<file path="src/hdl/wkb_pkg.sv">
// Shared types, constants and saturation helpers for the waypoint kinematics block.
package wkb_pkg;

  // Coordinate format: signed fixed point, CW bits total, FB fraction bits.
  localparam int CW   = 32;
  localparam int FB   = 16;
  // The time step field is always a 32-bit unsigned value.
  localparam int TW   = 32;
  // Magnitude of a coordinate difference; also the multiplier operand width.
  localparam int DW   = CW + 1;
  // Full product width and radicand width.
  localparam int PW   = 2 * DW;
  // Partial remainder width of the root/divide unit.
  localparam int RW   = DW + 3;
  // Width of one per-axis move amount, up to twice the coordinate span.
  localparam int MW   = CW + 2;
  // Iteration counter width of the root/divide unit.
  localparam int CNTW = $clog2(DW + 1);
  // Number of axes.
  localparam int NAX  = 3;

  typedef logic signed [CW-1:0] coord_t;

  typedef enum logic [2:0] {
    CMD_ADVANCE = 3'd0,
    CMD_SET_POS = 3'd1,
    CMD_SET_VEL = 3'd2,
    CMD_SET_WPT = 3'd3,
    CMD_CLR_WPT = 3'd4
  } cmd_t;

  typedef enum logic [2:0] {
    REG_X_MIN  = 3'd0,
    REG_X_MAX  = 3'd1,
    REG_Y_MIN  = 3'd2,
    REG_Y_MAX  = 3'd3,
    REG_Z_MIN  = 3'd4,
    REG_Z_MAX  = 3'd5,
    REG_BND_EN = 3'd6
  } reg_idx_t;

  typedef enum logic [4:0] {
    S_IDLE,
    S_CMD,
    S_SQ,
    S_RT,
    S_RTW,
    S_RMUL,
    S_RCHK,
    S_WMUL,
    S_WDIV,
    S_WDW,
    S_LMUL,
    S_LUPD,
    S_CLAMP,
    S_DONE
  } state_t;

  typedef struct packed {
    logic start;
    logic is_sqrt;
  } wkb_it_ctrl_t;

  typedef struct packed {
    logic busy;
    logic done;
  } wkb_it_stat_t;

  // Position plus or minus a move amount, saturated to the coordinate range.
  function automatic coord_t sat_move(input coord_t p, input logic [MW-1:0] m,
                                      input logic neg);
    logic signed [MW:0] ext;
    logic signed [MW:0] mx;
    logic signed [MW:0] s;
    coord_t             r;
    ext = {{(MW + 1 - CW){p[CW-1]}}, p};
    mx  = signed'({1'b0, m});
    s   = neg ? (ext - mx) : (ext + mx);
    if (s[MW:CW-1] == '0 || s[MW:CW-1] == '1) begin
      r = s[CW-1:0];
    end else if (s[MW]) begin
      r = {1'b1, {(CW-1){1'b0}}};
    end else begin
      r = {1'b0, {(CW-1){1'b1}}};
    end
    return r;
  endfunction

  // Negation that maps the most negative value to the largest one.
  function automatic coord_t neg_sat(input coord_t v);
    coord_t r;
    if (v == {1'b1, {(CW-1){1'b0}}}) begin
      r = {1'b0, {(CW-1){1'b1}}};
    end else begin
      r = -v;
    end
    return r;
  endfunction

endpackage

</file>
<file path="src/hdl/wkb_iter_unit.sv">
// Shared bit-serial square root and division unit, one result bit per cycle.
module wkb_iter_unit import wkb_pkg::*; (
  input  logic            clk,
  input  logic            rst_n,
  input  wkb_it_ctrl_t    ctrl,
  input  logic [PW-1:0]   num,
  input  logic [DW-1:0]   den,
  output wkb_it_stat_t    stat,
  output logic [DW-1:0]   result
);

  logic [CNTW-1:0] cnt_r;
  logic            done_r;
  logic            sqrt_r;
  logic [RW-1:0]   rem_r;
  logic [PW-1:0]   sh_r;
  logic [DW-1:0]   acc_r;
  logic [DW-1:0]   den_r;

  logic [RW-1:0]   rem2;
  logic [RW-1:0]   trial;
  logic            ge;
  logic [RW-1:0]   rem_nxt;
  logic [DW-1:0]   acc_nxt;
  logic [PW-1:0]   sh_nxt;

  // Square root takes two radicand bits per step, division one numerator bit.
  always_comb begin
    if (sqrt_r) begin
      rem2   = {rem_r[RW-3:0], sh_r[PW-1:PW-2]};
      trial  = {1'b0, acc_r, 2'b01};
      sh_nxt = {sh_r[PW-3:0], 2'b00};
    end else begin
      rem2   = {rem_r[RW-2:0], sh_r[PW-1]};
      trial  = {{(RW-DW){1'b0}}, den_r};
      sh_nxt = {sh_r[PW-2:0], 1'b0};
    end
    ge      = (rem2 >= trial);
    rem_nxt = ge ? (rem2 - trial) : rem2;
    acc_nxt = {acc_r[DW-2:0], ge};
  end

  always_ff @(posedge clk) begin
    if (!rst_n) begin
      cnt_r  <= '0;
      done_r <= 1'b0;
    end else begin
      done_r <= (cnt_r == CNTW'(1));
      if (ctrl.start) begin
        cnt_r <= CNTW'(DW);
      end else if (cnt_r != '0) begin
        cnt_r <= cnt_r - CNTW'(1);
      end
    end
  end

  // The divide numerator is known to be below den * 2^DW, so its top half
  // seeds the remainder directly.
  always_ff @(posedge clk) begin
    if (ctrl.start) begin
      sqrt_r <= ctrl.is_sqrt;
      den_r  <= den;
      acc_r  <= '0;
      if (ctrl.is_sqrt) begin
        rem_r <= '0;
        sh_r  <= num;
      end else begin
        rem_r <= {{(RW-DW){1'b0}}, num[PW-1:DW]};
        sh_r  <= {num[DW-1:0], {DW{1'b0}}};
      end
    end else if (cnt_r != '0) begin
      rem_r <= rem_nxt;
      acc_r <= acc_nxt;
      sh_r  <= sh_nxt;
    end
  end

  assign stat.busy = (cnt_r != '0);
  assign stat.done = done_r;
  assign result    = acc_r;

endmodule

</file>
<file path="config.mk">
export PLATFORM = sky130hd
export DESIGN_NAME = wkb_iter_unit
export DESIGN_NICKNAME = d
export VERILOG_FILES = /design/src/hdl/wkb_pkg.sv /design/src/hdl/wkb_iter_unit.sv
export SDC_FILE = /design/constraint.sdc
export NUM_CORES = 1
export LEC_CHECK = 0
export ABC_AREA = 1
export BUFFER_PORTS_ARGS = -buffer_cell sky130_fd_sc_hd__buf_4
export CORE_ASPECT_RATIO = 1.5
export CORE_MARGIN = 5
export CORE_UTILIZATION = 45
export DETAILED_ROUTE_END_ITERATION = 10
export SYNTH_ARGS = -nofsm -noshare
export SYNTH_HDL_FRONTEND = slang
export SYNTH_SLANG_ARGS = --single-unit
</file>
<file path="constraint.sdc">
create_clock -name clk -period 5 [get_ports clk]
set_input_delay 0.5 -clock clk [delete_from_list [all_inputs] [get_ports clk]]
set_output_delay 0.5 -clock clk [all_outputs]
set_load 0.02 [all_outputs]
</file>
[After elaboration in Yosys (flattened, before gate mapping)]
Index checks and enable logic that the tools add are counted.
Cells by class
  add/sub/neg operators: 2
  magnitude comparators: 1
  eq/ne operators: 1
  muxes and demuxes: 12
  bitwise operators: 1
  reduce and logical (&&, ||, !) cells: 3
Operator list (number)
  $mux 66: 4
  $mux 35: 4
  $ge 36x35->1: 1
  $mux 36: 1
  $sub 35x35->35: 1
  $mux 33: 1
  $mux 6: 2
  $eq 6x1->1 const B: 1
  $reduce_bool 6->1: 1
  $sub 6x1->6 const B: 1
  $reduce_bool 2->1: 1
  $reduce_or 2->1: 1
  $not 1->1: 1
Storage, ports and cells
  bits in registers: 175
  input bits: 103
  output and inout bits: 35
  logic and storage cells: 28

[Logic depth before layout (Yosys ltp)]
Gate-level depths: netlist (run 1).
  depth in word-level cells: 5
  depth in mapped cells: 21
  mapped depth without buffers: 19

[Worst setup path before layout (run 1)]
Ideal clock, no wire load.
  path kind: register -> register
  start: reg cnt_r[0]
  end: reg rem_r[0], enable pin
  setup time: 0.505 ns
  arrival: 4.122 ns
  required time: 4.495 ns
  slack: 0.373 ns
  stages on the path, launching flop included: 9
  buffers on the path: 1
  period minus slack after synthesis: 4.627 ns
  cell sequence: dfxtp_1 > inv_1 > ha_1 > inv_1 > nor2_1 > nand2_1 > nor2_1 > inv_1 > clkbuf_1
RTL lines
  start: declaration: RTL line wkb_iter_unit.sv:12  | logic [CNTW-1:0] cnt_r;
  start signal: assignment: RTL line wkb_iter_unit.sv:50  | cnt_r <= CNTW'(DW);
  start signal: assignment: RTL line wkb_iter_unit.sv:52  | cnt_r <= cnt_r - CNTW'(1);
  end signal: assignment: RTL line wkb_iter_unit.sv:68  | rem_r <= {{(RW-DW){1'b0}}, num[PW-1:DW]};
  end signal: assignment: RTL line wkb_iter_unit.sv:72  | rem_r <= rem_nxt;
  end: declaration: RTL line wkb_iter_unit.sv:15  | logic [RW-1:0] rem_r;

[Worst setup path in the final report (run 1)]
  start: reg sqrt_r
  end: reg rem_r[26] (data pin)
On the way
  cells in the longest elaborated chain, start to end: 5
  elaborated cells on any way between the ends: 7
  those cells by class: add/sub: 1; order compare: 1; mux: 5
Ends and longest elaborated chain
  start: declaration: RTL line wkb_iter_unit.sv:14  | logic sqrt_r;
  start signal: assignment: RTL line wkb_iter_unit.sv:61  | sqrt_r <= ctrl.is_sqrt;
  $mux 36 or $mux 35 (tied branches): RTL line wkb_iter_unit.sv:29  | if (sqrt_r) begin
  $sub 35x35->35 or $ge 36x35->1 (tied branches): RTL line wkb_iter_unit.sv:39, wkb_iter_unit.sv:38
  $mux 35 (*): RTL line wkb_iter_unit.sv:39  | rem_nxt = ge ? (rem2 - trial) : rem2;
  $mux 35 (*): RTL line wkb_iter_unit.sv:71  | end else if (cnt_r != '0) begin
  $mux 35 (*): RTL line wkb_iter_unit.sv:60  | if (ctrl.start) begin
Mark *: on every way between the ends. The rest lies on a longest branch, timed or not. The select of a mux whose other input is x is not followed.
A chain may end at the register's enable or synchronous reset.

==> results of run 1 <==
[synth_stat cells, types with 5 or more instances]
cell and n:
a21oi_1 28, buf_1 9, buf_2 8, clkbuf_1 54, dfxtp_1 40, edfxtp_1 135
ha_1 37, inv_1 217, nand2_1 462, nand3_1 155, nand3b_1 11, nand4_1 5
nor2_1 179, nor3_1 8, o21ai_0 77, o22ai_1 31, o311ai_0 32, o31ai_1 30
or2_2 35, xnor2_1 15
[cell families after synthesis]
group,count (synthesis),synth area share [%]
simple gates,875,32.1
buf+inv,298,9.96
compound gates,203,10.9
flops,175,41.7
fa+ha+maj,38,4.15
xor+xnor,16,1.20
[state kept, by name, indices dropped and copies added (netlist names)]
signal,flops
cnt_r,6
den_r,33
done_r,1
rem_r,35
result,33
sh_r,66
sqrt_r,1
[layout make-up]
type	instances	area, um2	area share [%]
Sequential cell	175	4850	36.1
Multi-Input combinational cell	1132	5630	41.9
Tap cell	333	417	3.10
Clock buffer	19	443	3.29
Clock inverter	13	160	1.19
Timing Repair Buffer	146	1110	8.25
Inverter	221	832	6.19
[worst min path at each step]
stage | startpoint | endpoint | cells past startpoint
floorplan | cnt_r[5] | cnt_r[5] | 2
global placement | cnt_r[5] | cnt_r[5] | 2
detailed placement | cnt_r[3] | cnt_r[3] | 2
CTS | den[7] | den_r[7] | 1
global route | den[7] | den_r[7] | 1
finish | den[20] | den_r[20] | 1
[power groups by stage]
stage          Sequential, mW  Combinational, mW  Clock (mW)
3_3_place_gp             2.10               3.00           0
5_1_grt                  2.11               3.42        1.48
6_report                 2.07               3.01        1.40
3_5_place_dp             2.10               3.00           0
4_1_cts                  2.07               3.02        1.42
2_1_floorplan            2.07               2.19           0
[critical path: cells and delay by family, from the launching register on]
kind | cells | cell delay (ns)
simple gates | 13 | 1.80
buf+inv | 4 | 1.10
flops | 1 | 0.44
fa+ha+maj | 1 | 0.28
compound gates | 1 | 0.10
[metal layers]
| layer | GRT usage [%] | part of all wire (%) |
|---|---|---|
| met2 | 40.6 | 49 |
| met1 | 30.7 | 44 |
| met5 | 0 | 0 |
| met3 | 3.27 | 4.1 |
| met4 | 8.69 | 3.2 |
==> flow_summary.yaml, run 1 <==
placement:
  port_buffers: 137
  placed_cell_area_um2: 12800
  hpwl_um: 26200
  place_ws_ns: 1.17
  finalWeightedCongestion: 0.940
  dp.cells: 2007
synth:
  synth.avg_cell_area_um2: 7.25
  yosys-top-cells-area: "edfxtp_1 35%, nand2_1 15%, inv_1 7.0%"
  synth-seq-cells: 175
  netlist.area_leader.share_pct: 34.8
  synth-main-ff-cell: "edfxtp_1"
  synth_edf_count: 135
  synthArstFlopShare_pct: 0
  synthCells: 1605
  synth_cell_types: 41
  synth_seq_area_share_pct: 41.7
  yosysTopAreaCell: "edfxtp_1"
  synth_area_um2: 11600
  ys_warn_count: 0
  synth_nets: 1746
power_and_ir_drop:
  intPower_mw: 3.77
  power_density_nw_per_um2: 482
  combPwrFrac_pct: 46.4
  swShare_pct: 41.8
  totalPowerFinal_mw: 6.48
  power.leakage_nw: 6.32
  vdd_drop_max_v: 0.000300
  p_clk_share_pct: 21.6
  p_switching_mw: 2.71
  p_seq_share_pct: 32.0
global_routing:
  grt_max_degree: 168
  antenna_found_initial: 0
  grt_pass1_wl_um: 54400
  track_usage_pct: 23.7
  grt-ovfl-total: 0
  first_global_vias: 10435
detailed_routing:
  avgRoutedWirePerCell_um: 17.1
  vias_per_cell: 5.28
  first_pass_iters: 5
  vias: 10765
  drt_iter0_drc: 696
  ant_nets: 0
  wirelength_um: 34900
  route.detailed.drc: 0
critical_path:
  r2r_slack_ns: 1.10
  reg2reg_depth: 19
  cp.arrival_ns: 4.20
  reg2reg_to: "rem_r[26]"
  cp-start-kind: "flop"
  path_max_fanout: 43
  slowest_delay_ns: 0.51
  cp_cell_sequence: "inv_2 -> buf_4 -> or2_2 -> o21ai_0 -> inv_1 -> ha_1 -> nand2_1 -> inv_1 -> nand2_1 -> nand2_1 -> nand2_1 -> nand2_1 -> nand2_1 -> nand3_4 -> nor2_8 -> nand2_8 -> nand2_1 -> nand3_1 -> nand2_1"
  crit_top_cell: "nand2_1"
  startpoint: "sqrt_r"
  crit_end: "rem_r[26]"
  critical_path_class: "reg2reg"
  r2r-start: "sqrt_r"
  required_ns: 5.30
  crit_slowest_cell: "inv_2"
  cp-end-kind: "flop"
cts:
  path_clk_slew_ns: 0.07
  cts_root_buffer: "clkbuf_16"
  post_cts_buffers: 0
  cts_resized: 0
  numCtsBuffers: 17
  cts_tree: "done"
  h-tree-depth: 4
  cts_buffer_depth: 2
  clock_latency_ns: 0.44
  cts_sinks: 175
  cts_hold_buffers: 0
die:
  pin_count: 138
  initial_utilization_pct: 45.3
  num_rows: 72
  dieWidth_um: 141
  dieArea_um2: 29200
  design.core.area_um2: 25700
  die_h_um: 207
cells_and_area:
  nFillCells: 2663
  stdcell_area_um2: 13400
  num_antenna_cells: 0
  final_cell_mix: "462 x nand2_1, 216 x inv_1, 178 x nor2_1"
  drive_gt1_share_pct: 13.4
  final_util_pct: 52.4
  final_common_cell: "nand2_1"
  layout.nets: 1834
  area_growth_pct: 15.6
  final_cells: 2039
timing:
  skew_ns: 0.0130
  worstMarginPinSlew_ns: 0.893
  grt_setup_unrepaired: "false"
  final_hold_viol_count: 0
  fmaxAchievable_mhz: 256
  slew_headroom_pct: 40.5
  drv_slew: 0
  fin_crit_ns: 3.90
  final.setup.tns_ns: 0
  whs_ns: 0.233
  setup_violations: 0
  layout_setup_ws_ns: 1.10
  period_share_pct: 78.0
run_status:
  status: "complete, no violations"
run:
  maxCapViolations: 0
hold_path:
  hold_class: "in2reg"
(Power assumes the default switching activity.)
==> run 2, diff against run 1 <==
--- a/config.mk
+++ b/config.mk
@@ -5,7 +5,7 @@
 export SDC_FILE = /design/constraint.sdc
 export NUM_CORES = 1
 export LEC_CHECK = 0
-export ABC_AREA = 1
+export ABC_AREA = 0
 export BUFFER_PORTS_ARGS = -buffer_cell sky130_fd_sc_hd__buf_4
 export CORE_ASPECT_RATIO = 1.5
 export CORE_MARGIN = 5
==> constraint.sdc (replaced) <==
create_clock -name clk -period 3.8 [get_ports clk]
set_input_delay 0.38 -clock clk [delete_from_list [all_inputs] [get_ports clk]]
set_output_delay 0.38 -clock clk [all_outputs]
set_load 0.02 [all_outputs]
==> flow_summary.yaml, run 2 <==
run_status:
  status: "complete, no violations"
power_and_ir_drop:
  power.leakage_nw: 5.36
  p_switching_mw: 3.68
  vdd_drop_max_v: 0.000525
  totalPowerFinal_mw: 9.64
  p_clk_share_pct: 18.9
  intPower_mw: 5.96
  combPwrFrac_pct: 52.0
  p_seq_share_pct: 29.2
  power_density_nw_per_um2: 736
  swShare_pct: 38.2
cells_and_area:
  stdcell_area_um2: 13100
  final_common_cell: "buf_4"
  largest_register_ffs: 66
  top_regs: "sh_r (66), rem_r (35)"
  final_cells: 1557
  ff_latch_area_um2: 4850
  nFillCells: 2215
  area_growth_pct: 21.4
  multiInputGateArea_um2: 5640
  drive_gt1_share_pct: 24.0
  final_cell_mix: "198 x buf_4, 151 x nand2_1, 135 x edfxtp_1"
  num_antenna_cells: 0
  layout.nets: 1366
  largest-register: "sh_r"
timing:
  skew_ns: 0.00878
  fin_crit_ns: 3.70
  worstMarginPinSlew_ns: 0.938
  fmaxAchievable_mhz: 270
  layout_setup_ws_ns: 0.0999
  period_share_pct: 97.4
  setup_violations: 0
  slew_headroom_pct: 37.5
  final.setup.tns_ns: 0
  drv_slew: 0
  final_hold_viol_count: 0
detailed_routing:
  route.detailed.drc: 0
  first_pass_iters: 5
  ant_nets: 0
  wirelength_um: 27600
  avgRoutedWirePerCell_um: 17.7
  drt_iter0_drc: 432
  vias_per_cell: 5.53
  vias: 8612
hold_path:
  min_from: "den[14]"
  min_delay_path_depth: 1
  hold_class: "in2reg"
cts:
  clock_latency_ns: 0.43
  numCtsBuffers: 17
  cts_tree: "done"
  path_clk_slew_ns: 0.07
  h-tree-depth: 4
  cts_sinks: 175
  cts_root_buffer: "clkbuf_16"
  cts_hold_buffers: 0
  cts_buffer_depth: 2
synth:
  synth_cell_types: 71
  yosys-top-cells-count: "152 x nand2_1, 135 x edfxtp_1, 122 x a21oi_1, 118 x mux2i_1, 54 x o21ai_0"
  netlist.area_leader.share_pct: 37.5
  synth.avg_cell_area_um2: 10.0
  synth_edf_count: 135
  synth-main-ff-cell: "edfxtp_1"
  yosysTopAreaCell: "edfxtp_1"
  ys_warn_count: 0
  synthArstFlopShare_pct: 0
  yosysMostFrequentCell: "nand2_1"
  yosys-top-cells-area: "edfxtp_1 38%, mux2i_1 11%, dfxtp_1 7.4%"
  synth_area_um2: 10800
  synth_nets: 1216
  synth-seq-cells: 175
  synthCells: 1075
  synth_seq_area_share_pct: 45.0
die:
  pin_count: 138
  num_rows: 69
  die_h_um: 200
  design.core.area_um2: 23700
  initial_utilization_pct: 45.6
  dieArea_um2: 27300
  dieWidth_um: 136
critical_path:
  cp_cell_sequence: "buf_4 -> mux2i_4 -> ha_2 -> inv_1 -> fa_1 -> a21o_1 -> a221o_1 -> buf_4 -> a22oi_2 -> a21oi_2 -> or3_1 -> a211oi_2 -> nor2b_1 -> a2111oi_2"
  reg2reg_depth: 14
  slowest_delay_ns: 0.41
  crit_slowest_cell: "a221o_1"
  startpoint: "sqrt_r"
  critical_path_class: "reg2reg"
  path_max_fanout: 3
  required_ns: 4.03
  cp-start-kind: "flop"
  crit_top_cell: "buf_4"
  crit_end: "rem_r[34]"
  r2r-start: "sqrt_r"
  r2r_slack_ns: 0.1
  cp.arrival_ns: 3.93
  reg2reg_to: "rem_r[34]"
  cp-end-kind: "flop"
placement:
  finalWeightedCongestion: 0.882
  placed_cell_area_um2: 12400
  place_ws_ns: -0.105
  dp.cells: 1517
  hpwl_um: 20800
  port_buffers: 137
global_routing:
  first_global_vias: 8607
  antenna_found_initial: 0
  grt-ovfl-total: 0
  track_usage_pct: 20.4
  grt_max_degree: 102
  grt_pass1_wl_um: 44200
run:
  maxCapViolations: 0
run 2: changes by cell type after synthesis, moves of 34 or more:
cell      before  now
mux2i_1        0  118
nand2_1      462  152
a21oi_1       28  122
mux2_2         0   35
nor2_1       179   33
inv_1        217   10
nand3_1      155   12
a211oi_1       0   39
nor2b_1        0   37
or2_2         35    1
run 2: timing repair:
action	CTS	global route
pin swaps	1	4
setup buffers	1	7
resized for setup	5	13
cloned	0	0
endpoints found under the setup margin	17	33
run 2: kinds of logic (layout without fill, tap and decap cells):
group,count (synthesis),in the layout,synth area share (%)
AOI/OAI and AO/OA,308,308,17.7
xor gates and xnor gates,27,27,2.19
adders and majority gates,38,38,4.47
buffers and inverters,83,246,3.42
DFF,175,175,45.0
muxes,153,153,14.6
and+or+nand+nor,291,291,12.7
run 2: per-stage QoR:
step                      utilization [%]  hold slack, ns
after floorplan                         -           0.479
after global placement               52.2           0.475
after detailed placement             52.2           0.477
after CTS                            55.0          0.0989
after global routing                 55.4           0.102
final                                55.4           0.122
run 2: worst max-delay path: cells and delay by family, from the launching register on:
kind | cells | cell delay (ns)
multiplexers | 1 | 0.18
AO/OA/AOI/OAI | 6 | 1.50
AND/OR/NAND/NOR | 2 | 0.45
adder cells (fa/ha/maj) | 2 | 0.59
flip-flops | 1 | 0.40
buffers and inverters | 3 | 0.38
run 2: worst min-delay path by stage:
stage                             to  slack [ns]
final                      den_r[14]        0.12
after global routing       den_r[15]        0.10
after CTS                  den_r[14]         0.1
after detailed placement  result[11]        0.48
after global placement    result[32]        0.48
after floorplan             den_r[0]        0.48
run 2: final cells by class:
| type | count | area share (%) |
|---|---|---|
| Multi-Input combinational cell | 817 | 43.0 |
| Sequential cell | 175 | 37.0 |
| Timing Repair Buffer | 203 | 11.9 |
| Clock buffer | 25 | 3.95 |
| Tap cell | 319 | 3.04 |
| Clock inverter | 7 | 0.744 |
| Inverter | 11 | 0.315 |
run 2: per-layer routing:
metal | vias up | part of all wire [%] | global-route usage [%]
li1 | 4282 | - | -
met1 | 4104 | 44 | 26.7
met2 | 193 | 50 | 34.4
met3 | 33 | 4.2 | 3.43
met4 | 0 | 2.2 | 6.84
met5 | - | 0 | 0
run 2: power groups by stage:
stage                     registers [mW]  logic (mW)  clock network [mW]
after detailed placement            2.85        4.86                   0
final                               2.81        5.01                1.82
after global placement              2.85        4.81                   0
after floorplan                     2.78        3.50                   0
after CTS                           2.82        4.88                1.85
after global routing                2.86        5.55                1.93
==> run 3, diff against run 2 <==
--- a/config.mk
+++ b/config.mk
@@ -8,7 +8,7 @@
 export ABC_AREA = 0
 export BUFFER_PORTS_ARGS = -buffer_cell sky130_fd_sc_hd__buf_4
 export CORE_ASPECT_RATIO = 1.5
-export CORE_MARGIN = 5
+export CORE_MARGIN = 3
 export CORE_UTILIZATION = 45
 export DETAILED_ROUTE_END_ITERATION = 10
 export SYNTH_ARGS = -nofsm -noshare
==> constraint.sdc (replaced) <==
create_clock -name clk -period 4.8 [get_ports clk]
set_input_delay 0.48 -clock clk [delete_from_list [all_inputs] [get_ports clk]]
set_output_delay 0.48 -clock clk [all_outputs]
set_load 0.02 [all_outputs]
==> flow_summary.yaml, run 3 (synthesis results as in run 2) <==
cts:
  cts_tree: "done"
  cts_resized: 0
  path_clk_slew_ns: 0.07
  cts_hold_buffers: 0
  post_cts_buffers: 0
  h-tree-depth: 4
  numCtsBuffers: 17
  cts_sinks: 175
  cts_buffer_depth: 2
  cts_root_buffer: "clkbuf_16"
  clock_latency_ns: 0.44
die:
  dieArea_um2: 25900
  design.core.area_um2: 23300
  die_h_um: 196
  dieWidth_um: 132
  pin_count: 138
  num_rows: 68
  initial_utilization_pct: 46.3
cells_and_area:
  largest-register: "sh_r"
  multiInputGateArea_um2: 5580
  area_growth_pct: 16.9
  nFillCells: 2200
  layout.nets: 1313
  final_cell_mix: "151 x nand2_1, 148 x buf_4, 135 x edfxtp_1"
  drive_gt1_share_pct: 20.3
  num_antenna_cells: 0
  top_regs: "sh_r (66), rem_r (35)"
  final_common_cell: "nand2_1"
  largest_register_ffs: 66
  ff_latch_area_um2: 4850
  stdcell_area_um2: 12600
run:
  maxCapViolations: 0
detailed_routing:
  first_pass_iters: 5
  wirelength_um: 27300
  vias: 8393
  avgRoutedWirePerCell_um: 18.2
  vias_per_cell: 5.60
  drt_iter0_drc: 401
  route.detailed.drc: 0
  ant_nets: 0
timing:
  skew_ns: 0.0101
  worstMarginPinSlew_ns: 0.908
  setup_violations: 0
  slew_headroom_pct: 39.5
  fin_crit_ns: 4.19
  final.setup.tns_ns: 0
  drv_slew: 0
  grt_setup_unrepaired: "false"
  period_share_pct: 87.2
  fmaxAchievable_mhz: 239
  final_hold_viol_count: 0
placement:
  hpwl_um: 19800
  port_buffers: 137
  finalWeightedCongestion: 0.898
  placed_cell_area_um2: 12000
global_routing:
  track_usage_pct: 21.0
  antenna_found_initial: 0
  grt_pass1_wl_um: 44100
  grt_max_degree: 126
  first_global_vias: 8391
  grt-ovfl-total: 0
power_and_ir_drop:
  intPower_mw: 4.36
  swShare_pct: 39.2
  p_clk_share_pct: 20.4
  p_switching_mw: 2.81
  power_density_nw_per_um2: 568
  vdd_drop_max_v: 0.000299
  p_seq_share_pct: 31.2
  power.leakage_nw: 5.09
  combPwrFrac_pct: 48.3
critical_path:
  reg2reg_depth: 11
  startpoint: "sqrt_r"
  cp-start-kind: "flop"
  required_ns: 5.02
  cp_cell_sequence: "buf_4 -> mux2_2 -> ha_1 -> nand4_1 -> nor4_4 -> nand4_1 -> o211ai_1 -> a21bo_2 -> a31o_4 -> nor2_1 -> a2111oi_1"
  critical_path_class: "reg2reg"
  crit_end: "rem_r[34]"
  slowest_delay_ns: 0.47
  r2r_slack_ns: 0.61
  crit_slowest_cell: "ha_1"
  crit_top_cell: "nand4_1"
  cp.arrival_ns: 4.40
  r2r-start: "sqrt_r"
  cp-end-kind: "flop"
  path_max_fanout: 31
  reg2reg_to: "rem_r[34]"
hold_path:
  min_from: "den[0]"
  hold_class: "in2reg"
run_status:
  status: "complete, no violations"
[run 3: cell types whose count changed in the layout (fill, tap and decap cells not counted), moves of 2 or more]
| cell | delta |
|---|---|
| a21oi_1 | +2 |
| a21oi_2 | -2 |
| buf_4 | -50 |
| clkbuf_1 | -3 |
| clkbuf_16 | -2 |
| clkbuf_8 | -2 |
| clkinv_2 | +2 |
| inv_6 | +4 |
| inv_8 | +2 |
| o311ai_0 | +2 |
| o311ai_1 | -2 |
[run 3: layer usage]
| layer | wire length [um] | vias to the layer above | track usage, % |
|---|---|---|---|
| li1 | - | 4179 | - |
| met1 | 12300 | 4013 | 27.6 |
| met2 | 13400 | 173 | 35.7 |
| met3 | 1020 | 28 | 3.67 |
| met4 | 478 | 0 | 6.09 |
| met5 | 0 | - | 0 |
[run 3: layout make-up]
type / instances / share of cell area [%]
Clock buffer: 18 / 3.40
Timing Repair Buffer: 150 / 9.05
Inverter: 11 / 0.327
Multi-Input combinational cell: 817 / 44.2
Clock inverter: 14 / 1.43
Tap cell: 315 / 3.12
Sequential cell: 175 / 38.5
[run 3: worst max-delay path, delay by kind of cell, from the launching register on]
kind                       cells  cell delay (ns)
and+or+nand+nor                4             0.99
adders and majority gates      1             0.47
muxes                          1             0.41
AOI/OAI and AO/OA              4             1.21
buffers and inverters          1             0.40
DFF                            1             0.46
[run 3: metrics by stage]
stage | setup slack (ns) | instances | total power, mW | hold WS, ns | utilization [%]
floorplan | 0.527 | 1075 | 4.97 | 0.484 | -
global placement | 0.772 | 1468 | 5.70 | 0.480 | 51.5
detailed placement | 0.626 | 1468 | 5.73 | 0.481 | 51.5
CTS | 0.626 | 1500 | 7.20 | 0.193 | 54.2
global route | 0.251 | 1500 | 7.68 | 0.191 | 54.2
finish | 0.613 | 1500 | 7.17 | 0.213 | 54.2
[run 3: worst min-delay path by stage]
stage	to	slack [ns]	cells past startpoint
6_report	den_r[0]	0.21	1
5_1_grt	den_r[17]	0.19	1
4_1_cts	den_r[0]	0.19	1
3_5_place_dp	result[17]	0.48	2
3_3_place_gp	result[31]	0.48	2
2_1_floorplan	cnt_r[1]	0.48	2
[run 3: power by group through the flow]
stage	Sequential (mW)	Combinational, mW	Clock, mW
global route	2.28	3.85	1.55
detailed placement	2.27	3.46	0
finish	2.24	3.47	1.47
CTS	2.24	3.47	1.50
global placement	2.27	3.43	0
floorplan	2.20	2.77	0
